File: config.mk
export PLATFORM = sky130hd
export DESIGN_NAME = pra_ctrl
export DESIGN_NICKNAME = d
export VERILOG_FILES = /design/src/pra_pkg.sv /design/src/pra_ctrl.sv
export SDC_FILE = /design/constraint.sdc
export NUM_CORES = 1
export LEC_CHECK = 0
export BUFFER_PORTS_ARGS = -buffer_cell sky130_fd_sc_hd__buf_2
export CAP_MARGIN = 10
export CORE_MARGIN = 2
export CORE_UTILIZATION = 40
export CTS_CLUSTER_SIZE = 16
export DETAILED_ROUTE_END_ITERATION = 8
export GPL_ROUTABILITY_DRIVEN = 0
export GPL_TIMING_DRIVEN = 1
export MAX_ROUTING_LAYER = met4
export PLACE_DENSITY = 0.67
export SYNTH_ARGS = -nofsm -noshare
export SYNTH_HDL_FRONTEND = slang
export SYNTH_SLANG_ARGS = --single-unit
File: constraint.sdc
create_clock -name clk -period 4.2 [get_ports clk]
set_clock_uncertainty 0.2 [all_clocks]
set_input_delay 0.42 -clock clk [delete_from_list [all_inputs] [get_ports clk]]
set_output_delay 0.42 -clock clk [all_outputs]
set_load 0.005 [all_outputs]
File: src/pra_pkg.sv
// Shared types and constants of the page run allocator.
package pra_pkg;

	localparam int MAP_PAGES_DEF = 4096;

	localparam int CFG_IDX_W  = 2;
	localparam int CFG_DATA_W = 32;
	localparam int SHIFT_W    = 5;
	localparam int COUNT_W    = 13;
	localparam int PG_W       = 26;
	localparam int STAT_W     = 13;

	localparam logic [SHIFT_W-1:0] SHIFT_MIN = 5'd8;
	localparam logic [SHIFT_W-1:0] SHIFT_MAX = 5'd16;
	localparam logic [SHIFT_W-1:0] SHIFT_RST = 5'd12;
	localparam logic [COUNT_W-1:0] COUNT_RST = 13'd4096;

	localparam logic [CFG_IDX_W-1:0] REG_REGION_BASE = 2'd0;
	localparam logic [CFG_IDX_W-1:0] REG_PAGE_SHIFT  = 2'd1;
	localparam logic [CFG_IDX_W-1:0] REG_PAGE_COUNT  = 2'd2;

	localparam logic [1:0] KIND_BEST = 2'd0;
	localparam logic [1:0] KIND_AT   = 2'd1;
	localparam logic [1:0] KIND_FREE = 2'd2;
	localparam logic [1:0] KIND_STAT = 2'd3;

	localparam logic [1:0] ST_DONE    = 2'd0;
	localparam logic [1:0] ST_NOSPACE = 2'd1;
	localparam logic [1:0] ST_BAD     = 2'd2;

	localparam logic [2:0] STAT_FREE_PAGES = 3'd0;
	localparam logic [2:0] STAT_LARGE_FREE = 3'd1;
	localparam logic [2:0] STAT_SMALL_FREE = 3'd2;
	localparam logic [2:0] STAT_LARGE_ALLOC = 3'd3;
	localparam logic [2:0] STAT_SMALL_ALLOC = 3'd4;
	localparam logic [2:0] STAT_ALLOC_RUNS = 3'd5;
	localparam logic [2:0] STAT_FREE_RUNS = 3'd6;

	typedef enum logic [3:0] {
		S_FILL,
		S_IDLE,
		S_PREP,
		S_CHECK,
		S_SCAN,
		S_CLOSE,
		S_DECIDE,
		S_WRITE,
		S_RESP,
		S_STAT
	} state_t;

	typedef enum logic [1:0] {
		RES_OK,
		RES_NOSPACE,
		RES_BAD,
		RES_STAT
	} res_t;

	typedef struct packed {
		logic       capture;
		logic       prep;
		logic       scan_init;
		logic       scan_en;
		logic       close_run;
		logic       wr_init;
		logic       wr_en;
		logic       fill_init;
		logic       commit;
		logic       out_load;
		res_t       res;
		logic [2:0] stat_idx;
	} cmd_t;

	typedef struct packed {
		logic [1:0] kind;
		logic       bad;
		logic       scan_done;
		logic       wr_done;
		logic       found;
		logic       conflict;
		logic       out_free;
		logic       cfg_restart;
	} sts_t;

endpackage

File: src/pra_ctrl.sv
// Request sequencer: drives the datapath through decode, scan, write and result beats.
module pra_ctrl (
	input  logic          clk,
	input  logic          arst_n,
	input  logic          in_valid,
	output logic          in_ready,
	input  pra_pkg::sts_t sts,
	output pra_pkg::cmd_t cmd
);

	pra_pkg::state_t state_q;
	pra_pkg::state_t state_nxt;
	pra_pkg::res_t   res_q;
	pra_pkg::res_t   res_val;
	logic            res_set;
	logic [2:0]      stat_idx_q;
	logic            stat_clr;
	logic            stat_inc;

	always_comb begin
		state_nxt = state_q;
		case (state_q)
			pra_pkg::S_FILL: if (sts.wr_done) state_nxt = pra_pkg::S_IDLE;
			pra_pkg::S_IDLE: if (in_valid) state_nxt = pra_pkg::S_PREP;
			pra_pkg::S_PREP: state_nxt = pra_pkg::S_CHECK;
			pra_pkg::S_CHECK: begin
				if (sts.kind != pra_pkg::KIND_STAT && sts.bad) begin
					state_nxt = pra_pkg::S_RESP;
				end else begin
					state_nxt = pra_pkg::S_SCAN;
				end
			end
			pra_pkg::S_SCAN: if (sts.scan_done) state_nxt = pra_pkg::S_CLOSE;
			pra_pkg::S_CLOSE: state_nxt = pra_pkg::S_DECIDE;
			pra_pkg::S_DECIDE: begin
				case (sts.kind)
					pra_pkg::KIND_STAT: state_nxt = pra_pkg::S_STAT;
					pra_pkg::KIND_BEST:
						state_nxt = sts.found ? pra_pkg::S_WRITE : pra_pkg::S_RESP;
					pra_pkg::KIND_AT:
						state_nxt = sts.conflict ? pra_pkg::S_RESP : pra_pkg::S_WRITE;
					default: state_nxt = pra_pkg::S_WRITE;
				endcase
			end
			pra_pkg::S_WRITE: if (sts.wr_done) state_nxt = pra_pkg::S_RESP;
			pra_pkg::S_RESP: if (sts.out_free) state_nxt = pra_pkg::S_IDLE;
			pra_pkg::S_STAT: begin
				if (sts.out_free && stat_idx_q == pra_pkg::STAT_FREE_RUNS) begin
					state_nxt = pra_pkg::S_IDLE;
				end
			end
			default: state_nxt = pra_pkg::S_FILL;
		endcase
		// a page count write restarts the map from any state
		if (sts.cfg_restart) begin
			state_nxt = pra_pkg::S_FILL;
		end
	end

	always_comb begin
		cmd           = '0;
		cmd.res       = res_q;
		cmd.stat_idx  = stat_idx_q;
		cmd.fill_init = sts.cfg_restart;
		in_ready      = 1'b0;
		res_set       = 1'b0;
		res_val       = pra_pkg::RES_OK;
		stat_clr      = 1'b0;
		stat_inc      = 1'b0;
		case (state_q)
			pra_pkg::S_FILL: begin
				cmd.wr_en  = 1'b1;
				cmd.commit = sts.wr_done;
			end
			pra_pkg::S_IDLE: begin
				in_ready    = !sts.cfg_restart;
				cmd.capture = in_valid && !sts.cfg_restart;
			end
			pra_pkg::S_PREP: cmd.prep = 1'b1;
			pra_pkg::S_CHECK: begin
				if (sts.kind != pra_pkg::KIND_STAT && sts.bad) begin
					res_set = 1'b1;
					res_val = pra_pkg::RES_BAD;
				end else begin
					cmd.scan_init = 1'b1;
				end
			end
			pra_pkg::S_SCAN: cmd.scan_en = 1'b1;
			pra_pkg::S_CLOSE: cmd.close_run = 1'b1;
			pra_pkg::S_DECIDE: begin
				case (sts.kind)
					pra_pkg::KIND_STAT: stat_clr = 1'b1;
					pra_pkg::KIND_BEST: begin
						cmd.wr_init = sts.found;
						res_set     = !sts.found;
						res_val     = pra_pkg::RES_NOSPACE;
					end
					pra_pkg::KIND_AT: begin
						cmd.wr_init = !sts.conflict;
						res_set     = sts.conflict;
						res_val     = pra_pkg::RES_NOSPACE;
					end
					default: cmd.wr_init = 1'b1;
				endcase
			end
			pra_pkg::S_WRITE: begin
				cmd.wr_en  = 1'b1;
				cmd.commit = sts.wr_done;
				res_set    = sts.wr_done;
				res_val    = pra_pkg::RES_OK;
			end
			pra_pkg::S_RESP: cmd.out_load = sts.out_free;
			pra_pkg::S_STAT: begin
				cmd.out_load = sts.out_free;
				cmd.res      = pra_pkg::RES_STAT;
				stat_inc     = sts.out_free;
			end
			default: ;
		endcase
	end

	always_ff @(posedge clk or negedge arst_n) begin
		if (!arst_n) begin
			state_q    <= pra_pkg::S_FILL;
			res_q      <= pra_pkg::RES_OK;
			stat_idx_q <= '0;
		end else begin
			state_q <= state_nxt;
			if (res_set) begin
				res_q <= res_val;
			end
			if (stat_clr) begin
				stat_idx_q <= '0;
			end else if (stat_inc) begin
				stat_idx_q <= stat_idx_q + 3'd1;
			end
		end
	end

	a_load_free: assert property (@(posedge clk) disable iff (!arst_n)
		cmd.out_load |-> sts.out_free)
		else $error("result beat overwritten");

	a_accept_prep: assert property (@(posedge clk) disable iff (!arst_n)
		(in_valid && in_ready) |=> state_q == pra_pkg::S_PREP)
		else $error("accepted beat not decoded");

	a_stat_end: assert property (@(posedge clk) disable iff (!arst_n)
		(state_q == pra_pkg::S_STAT && sts.out_free && !sts.cfg_restart &&
		stat_idx_q == pra_pkg::STAT_FREE_RUNS) |=> state_q == pra_pkg::S_IDLE)
		else $error("statistics burst did not end");

	a_scan_hold: assert property (@(posedge clk) disable iff (!arst_n)
		(state_q == pra_pkg::S_SCAN && !sts.scan_done) |=>
		(state_q == pra_pkg::S_SCAN || state_q == pra_pkg::S_FILL))
		else $error("scan left early");

endmodule

# == Word level (Yosys, flattened, before mapping) ==
# Index checks and enable logic that the tools add are counted.
# Widths: inputs -> output; s select.
# classes
mux,36
reduce_logical,13
eq_ne,19
add_sub_neg,1
# ops
operator,count
$mux 4,10
$pmux 4 s10,1
$ne 3x3->1 const B,6
$eq 4x3->1 const B,4
$mux 1,16
$pmux 4 s3,1
$eq 4x2->1 const B,2
$eq 4x4->1 const B,2
$mux 3,2
$pmux 1 s3,2
$reduce_and 6->1,1
$reduce_or 2->1,3
$eq 4x1->1 const B,1
$logic_not 4->1,1
$mux 2,2
$pmux 2 s2,1
$add 3x1->3 const B,1
$eq 3x3->1 const B,1
$logic_and 1x1->1,3
$logic_not 1->1,3
$eq 2x1->1 const B,1
$eq 2x2->1 const B,1
$logic_not 2->1,1
$ne 2x2->1 const B,1
2 further kinds,2
# totals
out_inout_bits,16
regBits,9
wordCells,72
in_bits,12

# == Depth between registers and ports, before layout ==
# depth
word_depth,5
mapped_depth,6
ltp_nobuf,6

# == Worst setup path after synthesis ==
# No wires, ideal clock.
# synth_timing
path_kind,register -> output
startpoint,register state_q[1]
endpoint,output port cmd[14] (netlist name)
n_path_buf,1
path_stages_with_launch,5
arrival_ps,1185
slack_ps,2395
required_time_ps,3580
path_cell_list,dfrtp_1 -> buf_2 -> nand2b_1 -> nor4_1 -> and2_1
# synth_lines
element,line_no,text
from (decl),pra_ctrl.sv:11,pra_pkg::state_t state_q;
from (signal assigned),pra_ctrl.sv:124,state_q <= pra_pkg::S_FILL;
from (signal assigned),pra_ctrl.sv:128,state_q <= state_nxt;
to (decl),pra_ctrl.sv:8,output pra_pkg::cmd_t cmd

==> reports/metrics.yaml <==
status:
  status: "complete, no violations"
sta:
  max_slew.worst_pin.slew_ns: 0.590
  report.final.setup_viol: 0
  hold_viol_final: 0
  timing.final.crit_share_pct: 56.1
  tns_ns: 0
  max_freq_mhz: 425
  drv_slew: 0
  relSlewSlack_pct: 60.7
  final.min_clock_period_ns: 2.35
  rsz0062_at_grt: "false"
critical_path:
  cp.arrival_ns: 1.73
  reg2reg_from: "state_q[0]$_DFFE_PN0P_"
  required_ns: 3.58
  path_class: "flip-flop to output port"
  critPathCaptureType: "output port"
  start_kind: "flip-flop"
  startpoint: "state_q[2]$_DFFE_PN0P_"
  cp_max_fo: 23
floorplan:
  dieArea_um2: 2300
  dieWidth_um: 48.0
  io_pins: 28
  start_util_pct: 43.8
  core_um2: 1760
  fp.dieH_um: 48.0
  rows: 15
clock_tree:
  cts_buffers: 3
  clk_path_buf_depth: 2
  clkLatencyLatePin_ns: 0.25
  htreeDepth: 1
  cts_tree: "built"
  cts-root-buf: "clkbuf_4"
  clock-sinks: 9
  ctsResizeCount: 0
  path_clk_slew_ns: 0.06
synth:
  synth_top_area_share_pct: 29.1
  synthesis.nets: 108
  synth_cell_types: 39
  netlist_instances: 94
  avgSynthCellArea_um2: 8.23
  ys_ff_latch: 9
  synth.area.top_cells: "dfrtp_1, o21ai_0, nand2b_1"
  synthesis.area_um2: 773
  yosysTopAreaCell: "dfrtp_1"
  yosysWarningCount: 0
  ys_seq_area_share_pct: 29.1
power_and_ir_drop:
  leakage_nw: 0.438
  power.ir.vdd_worst_mv: 0.172
  p_per_area_nw_per_um2: 423
routing:
  vias_per_cell: 5.43
  wl_um: 1730
  first_pass_iters: 4
  postRouteAntennaNets: 0
  drc: 0
  routedWlPerCell_um: 12.0
  num_vias: 787
  drt-initial-drc-count: 11
global_routing:
  grt_pass1_vias: 729
  grt_first_pass_wirelength_um: 3010
  grtUsageTotal_pct: 18.3
  antenna_found_initial: 0
  met2_usage_pct: 28.5
  grt_max_degree: 24
  met1_usage_pct: 25.5
  grt_overflow: 0
  grt_busiest_layer: "met2"
  grtUsageMet3_pct: 0
cells_and_area:
  fill_cells: 190
  n_antenna_cell: 0
  postLayoutCoreUtil_pct: 53.3
  layout-drive-gt1-share_pct: 29.2
  area_growth_syn_to_layout_pct: 21.7
  nets: 135
placed_design:
  hpwl_um: 1320
  io_buffers: 27
min_path:
  min_path_type: "input port to flip-flop"
  min_from: "sts[0]"
run:
  cap_violations: 0
==> area by class of cell <==
type / instances / area [um2] / share of cell area [%]
Tap cell: 25 / 31.3 / 3.32
Sequential cell: 9 / 225 / 23.9
Timing Repair Buffer: 28 / 145 / 15.4
Clock buffer: 4 / 26.3 / 2.79
Inverter: 3 / 11.3 / 1.20
Multi-Input combinational cell: 76 / 502 / 53.3
==> registers in the layout, indices dropped and copies added (netlist names) <==
signal / cells
res_q: 2
state_q: 4
stat_idx_q: 3
==> power breakdown <==
group	switching [mW]	internal (mW)
registers	0.0462	0.108
logic	0.0812	0.0974
clock network	0.0287	0.0365
==> layout by cell type, fill, tap and decap left out, types with 3 or more instances in the layout <==
cell type and instances:
nand2b_1 5, nor3b_1 4, o21ai_0 8, dfrtp_1 9
nand3_1 5, inv_1 3, clkbuf_4 3, and2_1 4
nor2_1 5, buf_2 27, nand2_1 8
==> synth_stat cells <==
cell type / n
nor4bb_1: 1
buf_2: 4
mux2i_1: 2
or3_1: 1
o21ai_0: 8
o211ai_4: 1
a21oi_1: 1
ha_1: 2
nand2_1: 8
a21o_1: 2
nor4_1: 2
buf_4: 2
nand3_1: 5
dfrtp_1: 9
o21a_1: 2
nand4_1: 2
o31ai_1: 1
o21ai_1: 2
a21boi_0: 1
inv_1: 3
mux2_2: 1
and2b_1: 1
a211oi_1: 1
a21boi_1: 1
nand3b_1: 1
or4b_1: 1
and2_1: 4
o32ai_1: 1
nor3b_1: 4
nor2b_1: 1
and4bb_2: 1
or2_2: 2
xnor2_1: 1
nor2_1: 5
nand2b_1: 5
o41ai_1: 1
or2_0: 1
nor3_1: 2
a31o_1: 1
==> repair_timing <==
| item | in CTS | in global routing |
|---|---|---|
| hold buffers | 1 | 0 |
| hold endpoints to repair | 9 | 0 |
| buffers inserted | 0 | 0 |
==> kinds of logic (layout without fill, tap and decap cells) <==
logic type | count (synthesis) | count (layout) | synth area share (%)
AOI/OAI and AO/OA | 23 | 23 | 21.0
xor gates and xnor gates | 1 | 1 | 1.13
adders and majority gates | 2 | 2 | 3.24
buffers and inverters | 9 | 35 | 5.99
DFF | 9 | 9 | 29.1
muxes | 3 | 3 | 4.05
and+or+nand+nor | 47 | 47 | 35.4
==> per-layer routing <==
layer  up-vias  part of all wire [%]
li1        394                     -
met1       371                    48
met2        18                    48
met3         4                   2.7
met4         0                   1.6
met5         -                     0
==> worst max-delay path: stages, from the launching register on <==
cell and delay, ns:
dfrtp_1 0.59, or3_1 0.40, a21o_1 0.22, inv_1 0.07
and2_1 0.11, buf_2 0.10
==> final timing paths <==
kind                                                  end  slack, ns  depth (start not counted)
worst max-delay path                               cmd[6]       1.85                          5
worst min-delay path               state_q[3]$_DFFE_PN0P_       0.26                          2
worst max register to register       res_q[0]$_DFFE_PN0P_       2.27                          3
worst min register to register       res_q[0]$_DFFE_PN0P_       0.31                          1
max in group asynchronous          state_q[1]$_DFFE_PN0P_       3.27                          2
min in group asynchronous       stat_idx_q[1]$_DFFE_PN0P_       0.34                          2
==> metrics by stage <==
step	power [mW]	cell area (um2)	instances	setup WS, ns	hold slack [ns]
3_5_place_dp	0.334	905	140	2.11	0.0815
5_1_grt	0.436	941	145	1.71	0.266
3_3_place_gp	0.328	905	140	2.14	0.0777
4_1_cts	0.400	941	145	1.83	0.262
2_1_floorplan	0.275	773	94	2.40	-0.0756
6_report	0.398	941	145	1.85	0.262
Power figures use the tool's default switching activity.
